## config.mk

```make
export PLATFORM = sky130hd
export DESIGN_NAME = mcu_peripheral_file_timer_ports
export DESIGN_NICKNAME = d
export VERILOG_FILES = /design/src/hdl/mcu_pft_pkg.sv /design/src/hdl/mcu_peripheral_file_timer_ports.sv
export SDC_FILE = /design/constraint.sdc
export NUM_CORES = 1
export LEC_CHECK = 0
export BUFFER_PORTS_ARGS = -buffer_cell sky130_fd_sc_hd__buf_2
export CAP_MARGIN = 20
export CORE_ASPECT_RATIO = 1.2
export CORE_MARGIN = 8
export CORE_UTILIZATION = 40
export CTS_CLUSTER_SIZE = 8
export DETAILED_ROUTE_END_ITERATION = 6
export GPL_TIMING_DRIVEN = 0
export HOLD_SLACK_MARGIN = 0.08
export PLACE_DENSITY = 0.67
export SLEW_MARGIN = 0
export SYNTH_ARGS = -nofsm -noshare
export SYNTH_HDL_FRONTEND = slang
export SYNTH_SLANG_ARGS = --single-unit
```

## constraint.sdc

```tcl
create_clock -name clk -period 5.71 [get_ports clk]
set_input_delay 0.571 -clock clk [delete_from_list [all_inputs] [get_ports clk]]
set_output_delay 0.571 -clock clk [all_outputs]
set_load 0.02 [all_outputs]
```

## src/hdl/mcu_pft_pkg.sv

```systemverilog
// Shared types and constants of the peripheral register file with timer 1 and I/O ports.
package mcu_pft_pkg;

  typedef enum logic [1:0] {
    ACT_READ  = 2'd0,
    ACT_WRITE = 2'd1,
    ACT_PULSE = 2'd2,
    ACT_LINE  = 2'd3
  } action_t;

  localparam int unsigned NumRegs = 12;

  localparam logic [3:0] RegIocnt0  = 4'd0;
  localparam logic [3:0] RegTdata   = 4'd2;
  localparam logic [3:0] RegTctl    = 4'd3;
  localparam logic [3:0] RegPortA   = 4'd4;
  localparam logic [3:0] RegPortB   = 4'd6;
  localparam logic [3:0] RegPortC   = 4'd8;
  localparam logic [3:0] RegDirC    = 4'd9;
  localparam logic [3:0] RegPortD   = 4'd10;
  localparam logic [3:0] RegDirD    = 4'd11;

  localparam logic [7:0] IocW1c     = 8'h2a;
  localparam logic [7:0] IocEnInt1  = 8'h01;
  localparam logic [7:0] IocEnInt2  = 8'h04;
  localparam logic [7:0] IocEnInt3  = 8'h10;
  localparam logic [7:0] IocFlag1   = 8'h02;
  localparam int unsigned TctlEnBit  = 7;
  localparam int unsigned TctlExtBit = 6;

  localparam logic [1:0] LineInt1   = 2'd0;
  localparam logic [1:0] LineInt2   = 2'd1;
  localparam logic [1:0] LineInt3   = 2'd2;

  localparam logic [1:0] IrqNone    = 2'd0;
  localparam logic [1:0] IrqInt1    = 2'd1;
  localparam logic [1:0] IrqInt2    = 2'd2;
  localparam logic [1:0] IrqInt3    = 2'd3;

  typedef struct packed {
    logic [1:0] action;
    logic [3:0] reg_offset;
    logic [7:0] write_data;
    logic [1:0] line_index;
    logic       line_level;
    logic [7:0] port_a_pins;
    logic [7:0] port_c_pins;
    logic [7:0] port_d_pins;
    logic       global_enable;
  } item_t;

endpackage

```

## src/hdl/mcu_peripheral_file_timer_ports.sv

```systemverilog
// Top level: peripheral register file with I/O ports, event-counter timer 1 and interrupts.
// Each accepted input beat goes through the input register, then the result register, to its
// result beat; throughput one beat per cycle while out_stall is low, set by the single update stage.
// The input side keeps taking beats while a result waits, until both registers are full.
// Synchronous active-high reset clears the register file, counters, capture latch,
// line levels and both stage valids.
module mcu_peripheral_file_timer_ports (
  input  logic       clk,
  input  logic       rst,
  input  logic       in_valid,
  output logic       in_stall,
  input  logic [1:0] action,
  input  logic [3:0] reg_offset,
  input  logic [7:0] write_data,
  input  logic [1:0] line_index,
  input  logic       line_level,
  input  logic [7:0] port_a_pins,
  input  logic [7:0] port_c_pins,
  input  logic [7:0] port_d_pins,
  input  logic       global_enable,
  output logic       out_valid,
  input  logic       out_stall,
  output logic [7:0] read_data,
  output logic [7:0] port_b_out,
  output logic [7:0] port_c_out,
  output logic [7:0] port_d_out,
  output logic [1:0] irq_request
);

  logic                  s1_valid;
  mcu_pft_pkg::item_t    s1;
  logic                  s1_advance;

  logic [7:0] regs [mcu_pft_pkg::NumRegs];
  logic [7:0] regs_next [mcu_pft_pkg::NumRegs];
  logic [4:0] prescale_count, prescale_count_next;
  logic [7:0] decrement_count, decrement_count_next;
  logic [7:0] capture_latch, capture_latch_next;
  logic [2:0] line_levels, line_levels_next;
  logic [7:0] rd_next;
  logic [1:0] irq_next;
  logic [7:0] flag;

  assign s1_advance = s1_valid && (!out_valid || !out_stall);
  assign in_stall   = s1_valid && !s1_advance;

  always_ff @(posedge clk) begin
    if (rst) begin
      s1_valid <= 1'b0;
    end else if (!in_stall) begin
      s1_valid <= in_valid;
    end
  end

  always_ff @(posedge clk) begin
    if (in_valid && !in_stall) begin
      s1 <= '{action, reg_offset, write_data, line_index, line_level,
              port_a_pins, port_c_pins, port_d_pins, global_enable};
    end
  end

  always_comb begin
    regs_next            = regs;
    prescale_count_next  = prescale_count;
    decrement_count_next = decrement_count;
    capture_latch_next   = capture_latch;
    line_levels_next     = line_levels;
    rd_next              = 8'h00;
    flag                 = mcu_pft_pkg::IocFlag1 << {s1.line_index, 1'b0};
    case (mcu_pft_pkg::action_t'(s1.action))
      mcu_pft_pkg::ACT_READ: begin
        if (32'(s1.reg_offset) < mcu_pft_pkg::NumRegs) begin
          unique case (s1.reg_offset)
            mcu_pft_pkg::RegTdata: rd_next = decrement_count;
            mcu_pft_pkg::RegTctl:  rd_next = capture_latch;
            mcu_pft_pkg::RegPortA: rd_next = s1.port_a_pins;
            mcu_pft_pkg::RegPortC: begin
              rd_next = (regs[mcu_pft_pkg::RegPortC] & regs[mcu_pft_pkg::RegDirC]) |
                        (s1.port_c_pins & ~regs[mcu_pft_pkg::RegDirC]);
            end
            mcu_pft_pkg::RegPortD: begin
              rd_next = (regs[mcu_pft_pkg::RegPortD] & regs[mcu_pft_pkg::RegDirD]) |
                        (s1.port_d_pins & ~regs[mcu_pft_pkg::RegDirD]);
            end
            default: rd_next = regs[s1.reg_offset];
          endcase
        end
      end
      mcu_pft_pkg::ACT_WRITE: begin
        if (32'(s1.reg_offset) < mcu_pft_pkg::NumRegs) begin
          unique case (s1.reg_offset)
            mcu_pft_pkg::RegIocnt0: begin
              regs_next[mcu_pft_pkg::RegIocnt0] =
                (regs[mcu_pft_pkg::RegIocnt0] & mcu_pft_pkg::IocW1c &
                 ~(s1.write_data & mcu_pft_pkg::IocW1c)) |
                (s1.write_data & ~mcu_pft_pkg::IocW1c);
            end
            mcu_pft_pkg::RegTctl: begin
              regs_next[mcu_pft_pkg::RegTctl] = s1.write_data;
              if (s1.write_data[mcu_pft_pkg::TctlEnBit] &&
                  s1.write_data[mcu_pft_pkg::TctlExtBit]) begin
                prescale_count_next  = s1.write_data[4:0];
                decrement_count_next = regs[mcu_pft_pkg::RegTdata];
              end
            end
            mcu_pft_pkg::RegPortA: begin
            end
            mcu_pft_pkg::RegPortC: begin
              regs_next[mcu_pft_pkg::RegPortC] = s1.write_data & regs[mcu_pft_pkg::RegDirC];
            end
            mcu_pft_pkg::RegPortD: begin
              regs_next[mcu_pft_pkg::RegPortD] = s1.write_data & regs[mcu_pft_pkg::RegDirD];
            end
            default: regs_next[s1.reg_offset] = s1.write_data;
          endcase
        end
      end
      mcu_pft_pkg::ACT_PULSE: begin
        if (regs[mcu_pft_pkg::RegTctl][mcu_pft_pkg::TctlEnBit]) begin
          if (prescale_count != 5'd0) begin
            prescale_count_next = prescale_count - 5'd1;
          end else begin
            prescale_count_next = regs[mcu_pft_pkg::RegTctl][4:0];
            if (decrement_count != 8'h00) begin
              decrement_count_next = decrement_count - 8'd1;
            end else begin
              // underflow: reload and raise INT2
              decrement_count_next = regs[mcu_pft_pkg::RegTdata];
              line_levels_next[1] = 1'b1;
              regs_next[mcu_pft_pkg::RegIocnt0] =
                regs[mcu_pft_pkg::RegIocnt0] | (mcu_pft_pkg::IocFlag1 << 2);
            end
          end
        end
      end
      mcu_pft_pkg::ACT_LINE: begin
        if (s1.line_index == mcu_pft_pkg::LineInt1 ||
            s1.line_index == mcu_pft_pkg::LineInt2 ||
            s1.line_index == mcu_pft_pkg::LineInt3) begin
          line_levels_next[s1.line_index] = s1.line_level;
          if (s1.line_level) begin
            regs_next[mcu_pft_pkg::RegIocnt0] = regs[mcu_pft_pkg::RegIocnt0] | flag;
            if (s1.line_index == mcu_pft_pkg::LineInt3) begin
              capture_latch_next = decrement_count;
            end
          end else begin
            regs_next[mcu_pft_pkg::RegIocnt0] = regs[mcu_pft_pkg::RegIocnt0] & ~flag;
          end
        end
      end
      default: begin
      end
    endcase
  end

  always_comb begin
    irq_next = mcu_pft_pkg::IrqNone;
    if (s1.global_enable) begin
      if (line_levels_next[0] &&
          ((regs_next[mcu_pft_pkg::RegIocnt0] & mcu_pft_pkg::IocEnInt1) != 8'h00)) begin
        irq_next = mcu_pft_pkg::IrqInt1;
      end else if (line_levels_next[1] &&
          ((regs_next[mcu_pft_pkg::RegIocnt0] & mcu_pft_pkg::IocEnInt2) != 8'h00)) begin
        irq_next = mcu_pft_pkg::IrqInt2;
      end else if (line_levels_next[2] &&
          ((regs_next[mcu_pft_pkg::RegIocnt0] & mcu_pft_pkg::IocEnInt3) != 8'h00)) begin
        irq_next = mcu_pft_pkg::IrqInt3;
      end
    end
  end

  always_ff @(posedge clk) begin
    if (rst) begin
      for (int i = 0; i < mcu_pft_pkg::NumRegs; i++) begin
        regs[i] <= 8'h00;
      end
      prescale_count  <= 5'd0;
      decrement_count <= 8'h00;
      capture_latch   <= 8'h00;
      line_levels     <= 3'b000;
    end else if (s1_advance) begin
      regs            <= regs_next;
      prescale_count  <= prescale_count_next;
      decrement_count <= decrement_count_next;
      capture_latch   <= capture_latch_next;
      line_levels     <= line_levels_next;
    end
  end

  always_ff @(posedge clk) begin
    if (rst) begin
      out_valid <= 1'b0;
    end else if (!out_valid || !out_stall) begin
      out_valid <= s1_valid;
    end
  end

  always_ff @(posedge clk) begin
    if (s1_advance) begin
      read_data   <= rd_next;
      port_b_out  <= regs_next[mcu_pft_pkg::RegPortB];
      port_c_out  <= regs_next[mcu_pft_pkg::RegPortC];
      port_d_out  <= regs_next[mcu_pft_pkg::RegPortD];
      irq_request <= irq_next;
    end
  end

  a_stall_needs_full: assert property (@(posedge clk) disable iff (rst)
    in_stall |-> (s1_valid && out_valid))
    else $error("input stalled with a free stage");

  a_advance_fills_out: assert property (@(posedge clk) disable iff (rst)
    s1_advance |=> out_valid)
    else $error("advanced beat lost before result register");

  a_held_stage_kept: assert property (@(posedge clk) disable iff (rst)
    (s1_valid && !s1_advance) |=> (s1_valid && $stable(s1)))
    else $error("held input stage changed");

  a_reset_empties: assert property (@(posedge clk)
    rst |=> (!s1_valid && !out_valid))
    else $error("stages not empty after reset");

  a_irq_needs_enable: assert property (@(posedge clk) disable iff (rst)
    s1_advance && !s1.global_enable |=> (irq_request == mcu_pft_pkg::IrqNone))
    else $error("interrupt requested while globally disabled");

endmodule

```

==> results, run 1 <==
- Internal power comes to 2230 µW.
- The initial core utilization is 40.2%.
- Of the total synthesized cell area, the portion taken by full adders, half adders and majority gates is 0.542%.
- A synthesized cell averages 10.7 µm².
- The routed layout has 7316 vias.
- The clock network burns 41.1% of the power.
- For this run, the detailed router's first-pass iteration total came to 6.
- In this run the tightest slew margin relative to its limit is 45.2%.
- The worst setup path category is flop to flop.
- The count of flip-flops with a built-in enable after synthesis is 76.
- Dividing the detail-routed wire length by the instance count gives 20.8 µm.
- The routed length on met2 is 12300 µm.
- The maximum number of pins on one net before global-route repair is 44.
- Data on the critical path arrives at its endpoint at 3.04 ns.
- The run finished with clean final reports.
- The number of antenna diodes in the final layout is 0.
- Together, buffers and inverters on the worst path number 2.
- The signed area change from the synthesized netlist to the final layout is 15.4%.
- The accumulated negative setup slack is 0 ns.
- Buffers placed on the I/O ports in this run total 81.
- The number of instances in the synthesized netlist is 867.
- The cell with the most instances after synthesis is sky130_fd_sc_hd__dfxtp_1.
- The number of slew-limit violations in the final report is 0.
- The post-route cell area is 10700 µm².
- Summed over all layers, the routed wires come to 27000 µm.
- The power per standard cell area is 279 nW/µm².
- The worst-case clock buffer depth is 2.
- The area of the core is 23000 µm².
- Setup repair after global routing left no endpoint under its margin.
- On the critical path the largest part of the delay comes from compound AO/OA/AOI/OAI gates.
- After the first detailed-routing iteration, the DRC count stood at 712.
- Clock skew on the completed layout was measured at 0.00938 ns.
- Summing the areas of all and, or, nand and nor instances in the mapped netlist gives 15.0% of the synthesized area.
- The startpoint class of the critical path is a flop.
- The number of placement rows is 61.
- In this run the cell area measured after placement is 10100 µm².
- The CTS tree is built.
- In this run the power spent charging and discharging nets is 745 µW.
- The time the final worst path needs with I/O delays and setup is 2.82 ns.
- The synthesized design spends more area on one cell type than any other, namely sky130_fd_sc_hd__dfxtp_1.
- The count of pins on the block boundary is 82.
- By area, the combinational part of the netlist is dominated by multiplexers.
- In the detailed route, the total length drawn on met3 is 2240 µm.
- Measured along the x axis, the die boundary spans 155 µm.
- The count of instances resized after the clock tree is built is 0.
- The last weighted congestion value of the routability-driven placer is 0.885.
- Walking the worst path, the cells encountered are buf_2, nor3b_2, nor2_1, o22ai_1, buf_4, a211oi_1, a211oi_1.
- The number of unique standard cell types used by synthesis is 65.
- The multiplexer fraction of the synthesized cell area is 17.0%.
- The slowest stage cell on the critical path is sky130_fd_sc_hd__nor3b_2.
- The number of setup violations in the final report is 0.
- After synthesis, the most frequently instantiated cells are sky130_fd_sc_hd__dfxtp_1, sky130_fd_sc_hd__nor2_1, sky130_fd_sc_hd__mux2i_1, sky130_fd_sc_hd__nand2_1, sky130_fd_sc_hd__edfxtp_1.
- The largest voltage drop on the vdd net is 0.000230 V.
- Signal routing reaches up to met4.
- After clock tree synthesis, the clock-pin slew on the worst setup and hold paths is 0.07 ns.
- Per report_power, the sequential group accounts for 51.1% of the total.
- The via count of the first global-routing pass is 7187.
- The die covers 28200 µm².
- The count of endpoints failing hold in the final timing report was 0.
- The number of nets in the synthesized netlist is 917.
- The switching fraction of total power is 25.0%.
- The first-pass GRT wire length is 41800 µm.
- The number of sinks on the clock net is 198.
- The number of synthesized register bits is 198.
- For this run, the slowest stage of the critical path takes 0.55 ns.
- The share of total power dissipated in combinational logic is 7.8%.
- The total CTS buffers is 17.
- The die outline height is 183 µm.
- The global routing usage summed across all routing layers is 19.4%.
- The total overflow left after global routing is 0.
- The worst setup path is captured at a flop.
- The insertion delay to the later sink of the worst-skew pair is 0.44 ns.
- In this run the static leakage power is 0.00401 µW.
- After Yosys synthesis, XOR and XNOR cells account for 0.190% of the synthesized area.
- Yosys printed 0 warnings.
- The placed wire-length estimate is 19900 µm.
- The master cell of the clock root buffer is sky130_fd_sc_hd__clkbuf_16.
- The layout cell share with drive strength beyond 1 is 21.0%.
- The leading register cell type out of synthesis is sky130_fd_sc_hd__dfxtp_1.
- After layout, the worst path uses 49.3% of the clock period.
- The remaining number of nets flagged by the antenna check after routing is 0.
- The sequential share of the synthesized area is 51.1%.
- The top cell type by area accounts for 26.4% of the synthesized area.
- The synthesized netlist devotes 12.8% of its cell area to compound gates.
- The wire length on met1 is 11500 µm.
- The net count reported at finish is 1018.
- The cell area after synthesis is 9240 µm².
- The DRC violation count after routing is 0.
- The maximum clock rate is 355 MHz.
- At the worst endpoint, the required time is 5.94 ns.
- The number of levels the H-tree was split into is 4.
- The async set-reset flop share out of synthesis is 0%.
- The number of antenna violations at the first check in global routing is 0.
- The number of hold buffers added after CTS was 0.
- Ranked by total cell area, the synthesized netlist is headed by sky130_fd_sc_hd__dfxtp_1, sky130_fd_sc_hd__edfxtp_1, sky130_fd_sc_hd__mux2i_1, sky130_fd_sc_hd__mux4_2, sky130_fd_sc_hd__nor2_1.
- Counting stages on the worst path, the most repeated cell is sky130_fd_sc_hd__a211oi_1.
- In this run the post-CTS setup repair buffer count came out at 0.
- The mean number of vias per cell is 5.65.
- The maximum fanout along the worst path is 10.
- The class of the tightest hold or removal check is primary input to flop.
- At the pin with the least slew margin, the transition time is 0.816 ns.
- The max capacitance violation total is 0.
cell usage in the layout (no fill, tap or decap), drive strengths merged, types with 24 or more instances in the layout:
cell type,n
buf,106
nor2,95
o21ai,50
edfxtp,76
mux2i,77
clkbuf,51
a21oi,61
a211oi,30
nand3,41
nand2,78
dfxtp,122
mux4,24
layer usage:
metal | global-route usage [%] | up-vias
li1 | - | 3392
met1 | 24.8 | 3497
met2 | 30.7 | 368
met3 | 4.21 | 59
met4 | 8.99 | 0
met5 | 0 | -
through the flow:
| step | worst slack [ns] | utilization, % | hold slack [ns] | instances | total power, µW |
|---|---|---|---|---|---|
| 6_report | 2.89 | 46.4 | 0.305 | 1296 | 2980 |
| 5_1_grt | 2.78 | 46.4 | 0.283 | 1296 | 3070 |
| 4_1_cts | 2.92 | 46.4 | 0.290 | 1296 | 2990 |
| 3_5_place_dp | 2.72 | 43.8 | 0.449 | 1264 | 1780 |
| 3_3_place_gp | 1.57 | 43.7 | 0.440 | 1263 | 1780 |
| 2_1_floorplan | 2.52 | - | 0.433 | 867 | 1690 |
power groups by stage:
stage	Clock, µW	Combinational (µW)	Sequential (µW)
CTS	1240	230	1520
floorplan	0	138	1550
detailed placement	0	229	1550
global route	1290	248	1530
global placement	0	225	1560
finish	1220	231	1520
layout make-up:
cell class	count	area, µm²
clock inverter	14	166
sequential	198	4720
inverter	11	41.3
timing repair buffer	82	425
clock buffer	18	429
tap	315	394
fill	2147	12300
multi-input combinational	601	4220
buffer	57	268
kinds of logic (layout without fill, tap and decap cells):
family	Yosys count	after routing
and+or+nand+nor	284	284
muxes	124	124
DFF	198	198
buffers and inverters	68	182
AOI/OAI and AO/OA	187	187
adders and majority gates	4	4
xor gates and xnor gates	2	2
path summary, 6_finish.rpt:
| kind | startpoint | to | slack [ns] | cells after the start |
|---|---|---|---|---|
| worst max-delay path | s1[37]$_DFFE_PP_ | read_data[5]$_SDFFCE_PN0P_ | 2.89 | 7 |
| worst min-delay path | port_c_pins[5] | s1[14]$_DFFE_PP_ | 0.30 | 1 |
| worst max register to register | s1[37]$_DFFE_PP_ | read_data[5]$_SDFFCE_PN0P_ | 2.89 | 7 |
| worst min register to register | flop | flop | 0.46 | 2 |
No activity file was read; power rests on OpenSTA's default activity.
==> run 2, diff against run 1 <==
Clock period 5.71 ns to 2.7 ns, I/O delays scaled along.
==> results, run 2 (same netlist as run 1, synthesis figures left out) <==
- The detailed router's first-iteration violation count is 752.
- Row generation in the floorplan step produced 61 rows.
- The worst setup path is launched from a flop.
- The switching fraction of total power is 25.4%.
- The placed wire-length estimate is 20100 µm.
- The maximum number of pins on one net before global-route repair is 44.
- The clock reaches the later pin of the worst-skew pair after 0.45 ns.
- The layer with the highest usage is met2.
- The worst hold path passes through 3 cells.
- The via count of the first global-routing pass is 7308.
- The endpoint of the worst register-to-register path is read_data[4]$_SDFFCE_PN0P_.
- The most frequent standard cell in the layout excluding fill and tap cells is sky130_fd_sc_hd__dfxtp_1.
- The die outline height is 183 µm.
- Power comes to 6300 µW.
- TritonCTS built the clock tree.
- The last weighted congestion value of the routability-driven placer is 0.905.
- Global routing consumed, on the met2 layer, 32.0% of the routing resources.
- The first-pass detailed-route iteration total is 5.
- The reg-to-reg startpoint is s1[37]$_DFFE_PP_.
- The average wire per cell in the routed design is 20.7 µm.
- In this design, the stage delay of the slowest critical-path cell is 0.47 ns.
- STA puts the critical path data arrival time at 2.79 ns.
- The switching power is 1600 µW.
- The total length of routed wires is 27700 µm.
- The count of input and output buffers is 81.
- Data on the critical path is required at its endpoint by 2.94 ns.
- Of the total power, combinational logic draws 8.6%.
- In this run the tightest slew margin relative to its limit is 47.6%.
- The remaining number of nets flagged by the antenna check after routing is 0.
- The core utilization of the finished layout is 48.3%.
- The number of setup violations in the final report is 0.
- The setup path with the least slack is of type flop to flop.
- In this run the power density over the cells is 568 nW/µm².
- IR analysis of the VDD net gives a maximum drop of 0.000485 V.
- For met3 alone, demand over resource in global routing was 3.81%.
- The number of antenna diodes in the final layout is 0.
- In this run the worst path has a maximum fanout of 10.
- In the layout the commonest cells are sky130_fd_sc_hd__dfxtp_1, sky130_fd_sc_hd__buf_2, sky130_fd_sc_hd__nor2_1.
- The number of antenna violations at the first check in global routing is 0.
- Clock tree synthesis inserted a total of 17 buffers.
- The maximum clock rate is 393 MHz.
- The share of the clock period used by the worst path after layout is 94.3%.
- Global routing used 24.9% of the available met1 tracks.
- The master cell of the clock root buffer is sky130_fd_sc_hd__clkbuf_16.
- On the critical path, the stage with the largest delay is an instance of sky130_fd_sc_hd__edfxtp_1.
- In this run the most critical hold path is launched from out_stall.
- Counting stages on the worst path, the most repeated cell is sky130_fd_sc_hd__a211oi_1.
- The worst setup path is captured at a flop.
- The internal power summed over all cells is 4700 µW.
- The layout cell share with drive strength beyond 1 is 20.1%.
- For this run, the post-layout net count is 1062.
- The count of endpoints failing hold in the final timing report is 0.
- The final worst setup slack is 0.155 ns.
- The worst path needs 2.55 ns of the cycle, external delays included.
- The area growth from synthesis to layout is 20.0%.
- In the global route stage, overall resource usage came out at 19.7%.
- The signal on the critical path passes through buf_2, nor3b_4, nor2_1, o22ai_1, buf_4, a211oi_1, a211oi_1.
- The worst register-to-register path has a depth of 7.
- In this run the count of I/O pins placed on the die edge is 82.
- The width of the die is 155 µm.
- The initial core utilization is 40.2%.
- The clock network burns 40.3% of the power.
- The fill cell total of the finished layout is 2076.
- At the pin with the least slew margin, the transition time is 0.780 ns.
- The number of slew-limit violations in the final report was 0.
- The mean number of vias per cell is 5.57.
- Setup repair after global routing left no endpoint under its margin.
- The die covers 28200 µm².
- The sequential cells in the finished layout cover a total of 4720 µm².
- The class of the tightest hold or removal check is primary input to flop.
- Timing analysis after detailed placement gives a worst setup slack of -0.0227 ns.
- The flow ran to the end, and the final reports show no timing, DRC or antenna violations.
- The first-pass GRT wire length is 42700 µm.
- The clock tree skew after final layout is 0.0138 ns.
- The worst-case clock buffer depth is 2.
- After clock tree synthesis, the clock-pin slew on the worst setup and hold paths is 0.08 ns.
- The number of levels the H-tree was split into is 4.
- In this run the register-to-register setup slack is 0.15 ns.
- The path with the worst hold slack has its endpoint at out_valid$_SDFFE_PP0N_.
- The max capacitance violation total is 0.
- The tree built by TritonCTS fans out to 198 sinks.
- Summing all multi-input logic gate instances after layout gives 4220 µm².
- The share of total power dissipated in sequential elements is 51.1%.
- The analysis attributes to cell leakage a power of 0.00420 µW.
- The DRC violation count after routing is 0.
- After global routing the overflow that remains totals 0.
- The total via count after detailed routing is 7463.
- The region available for standard cell placement spans 23000 µm².
run 2: cell count changes in the layout (fill, tap and decap cells not counted):
cell                            change
sky130_fd_sc_hd__nor3b_4            +1
sky130_fd_sc_hd__clkinvlp_4         -3
sky130_fd_sc_hd__clkinv_4           -1
sky130_fd_sc_hd__clkbuf_8           +1
sky130_fd_sc_hd__inv_8              -1
sky130_fd_sc_hd__clkinv_1           +1
sky130_fd_sc_hd__buf_6              +1
sky130_fd_sc_hd__inv_6              +4
sky130_fd_sc_hd__nor3b_2            -1
sky130_fd_sc_hd__dlygate4sd3_1     +43
sky130_fd_sc_hd__bufinv_16          -1
run 2: worst max-delay path by stage:
stage	startpoint	end	slack (ns)	depth (start not counted)
after global routing	s1[37]$_DFFE_PP_	read_data[4]$_SDFFCE_PN0P_	0.02	7
after floorplan	out_valid$_SDFFE_PP0N_	s1[0]$_DFFE_PP_	0.48	2
after detailed placement	out_stall	regs[44]$_SDFFE_PP0P_	-0.02	8
after CTS	s1_valid$_SDFFE_PP0N_	regs[44]$_SDFFE_PP0P_	0.02	7
final	s1[37]$_DFFE_PP_	read_data[4]$_SDFFCE_PN0P_	0.15	7
after global placement	out_stall	regs[43]$_SDFFE_PP0P_	0.02	8
run 2: cell type report:
type	instances	share of cell area (%)
clock inverters	13	1.20
clock buffers	19	3.99
repair buffers	126	7.78
plain buffers	57	2.45
well taps	315	3.55
inverters	11	0.372
flip-flops and latches	198	42.6
multi-input cells	601	38.1
run 2: what timing repair did:
action / 4_1_cts / 5_1_grt
endpoints found under the setup margin: 0 / 13
gates resized for setup: 0 / 2
hold buffers: 43 / 0
setup buffers: 0 / 1
endpoints found under the hold margin: 43 / 0
run 2: critical path, delay by kind of cell (launching register included):
family                 cells  cell delay, ns
DFF                        1            0.47
AOI/OAI and AO/OA          3            0.82
and+or+nand+nor            2            0.52
buffers and inverters      2            0.53
run 2: power groups by stage:
stage / Combinational, µW / Clock [µW] / Sequential (µW)
floorplan: 291 / 0 / 3280
global placement: 474 / 0 / 3290
detailed placement: 481 / 0 / 3290
CTS: 533 / 2560 / 3220
global route: 580 / 2710 / 3230
finish: 542 / 2540 / 3220
run 2: routing by layer:
layer,wire length (µm),vias up
li1,-,3479
met1,11700,3586
met2,13000,335
met3,1820,63
met4,1100,0
met5,0,-
run 2: per-stage QoR:
step / setup TNS (ns) / hold WS [ns] / instance area, µm² / instances
after floorplan: 0 / 0.369 / 9240 / 867
after global placement: 0 / 0.442 / 10000 / 1263
after detailed placement: -0.130 / 0.448 / 10100 / 1264
after CTS: 0 / 0.0837 / 11100 / 1339
after global routing: 0 / 0.126 / 11100 / 1340
final: 0 / 0.0923 / 11100 / 1340
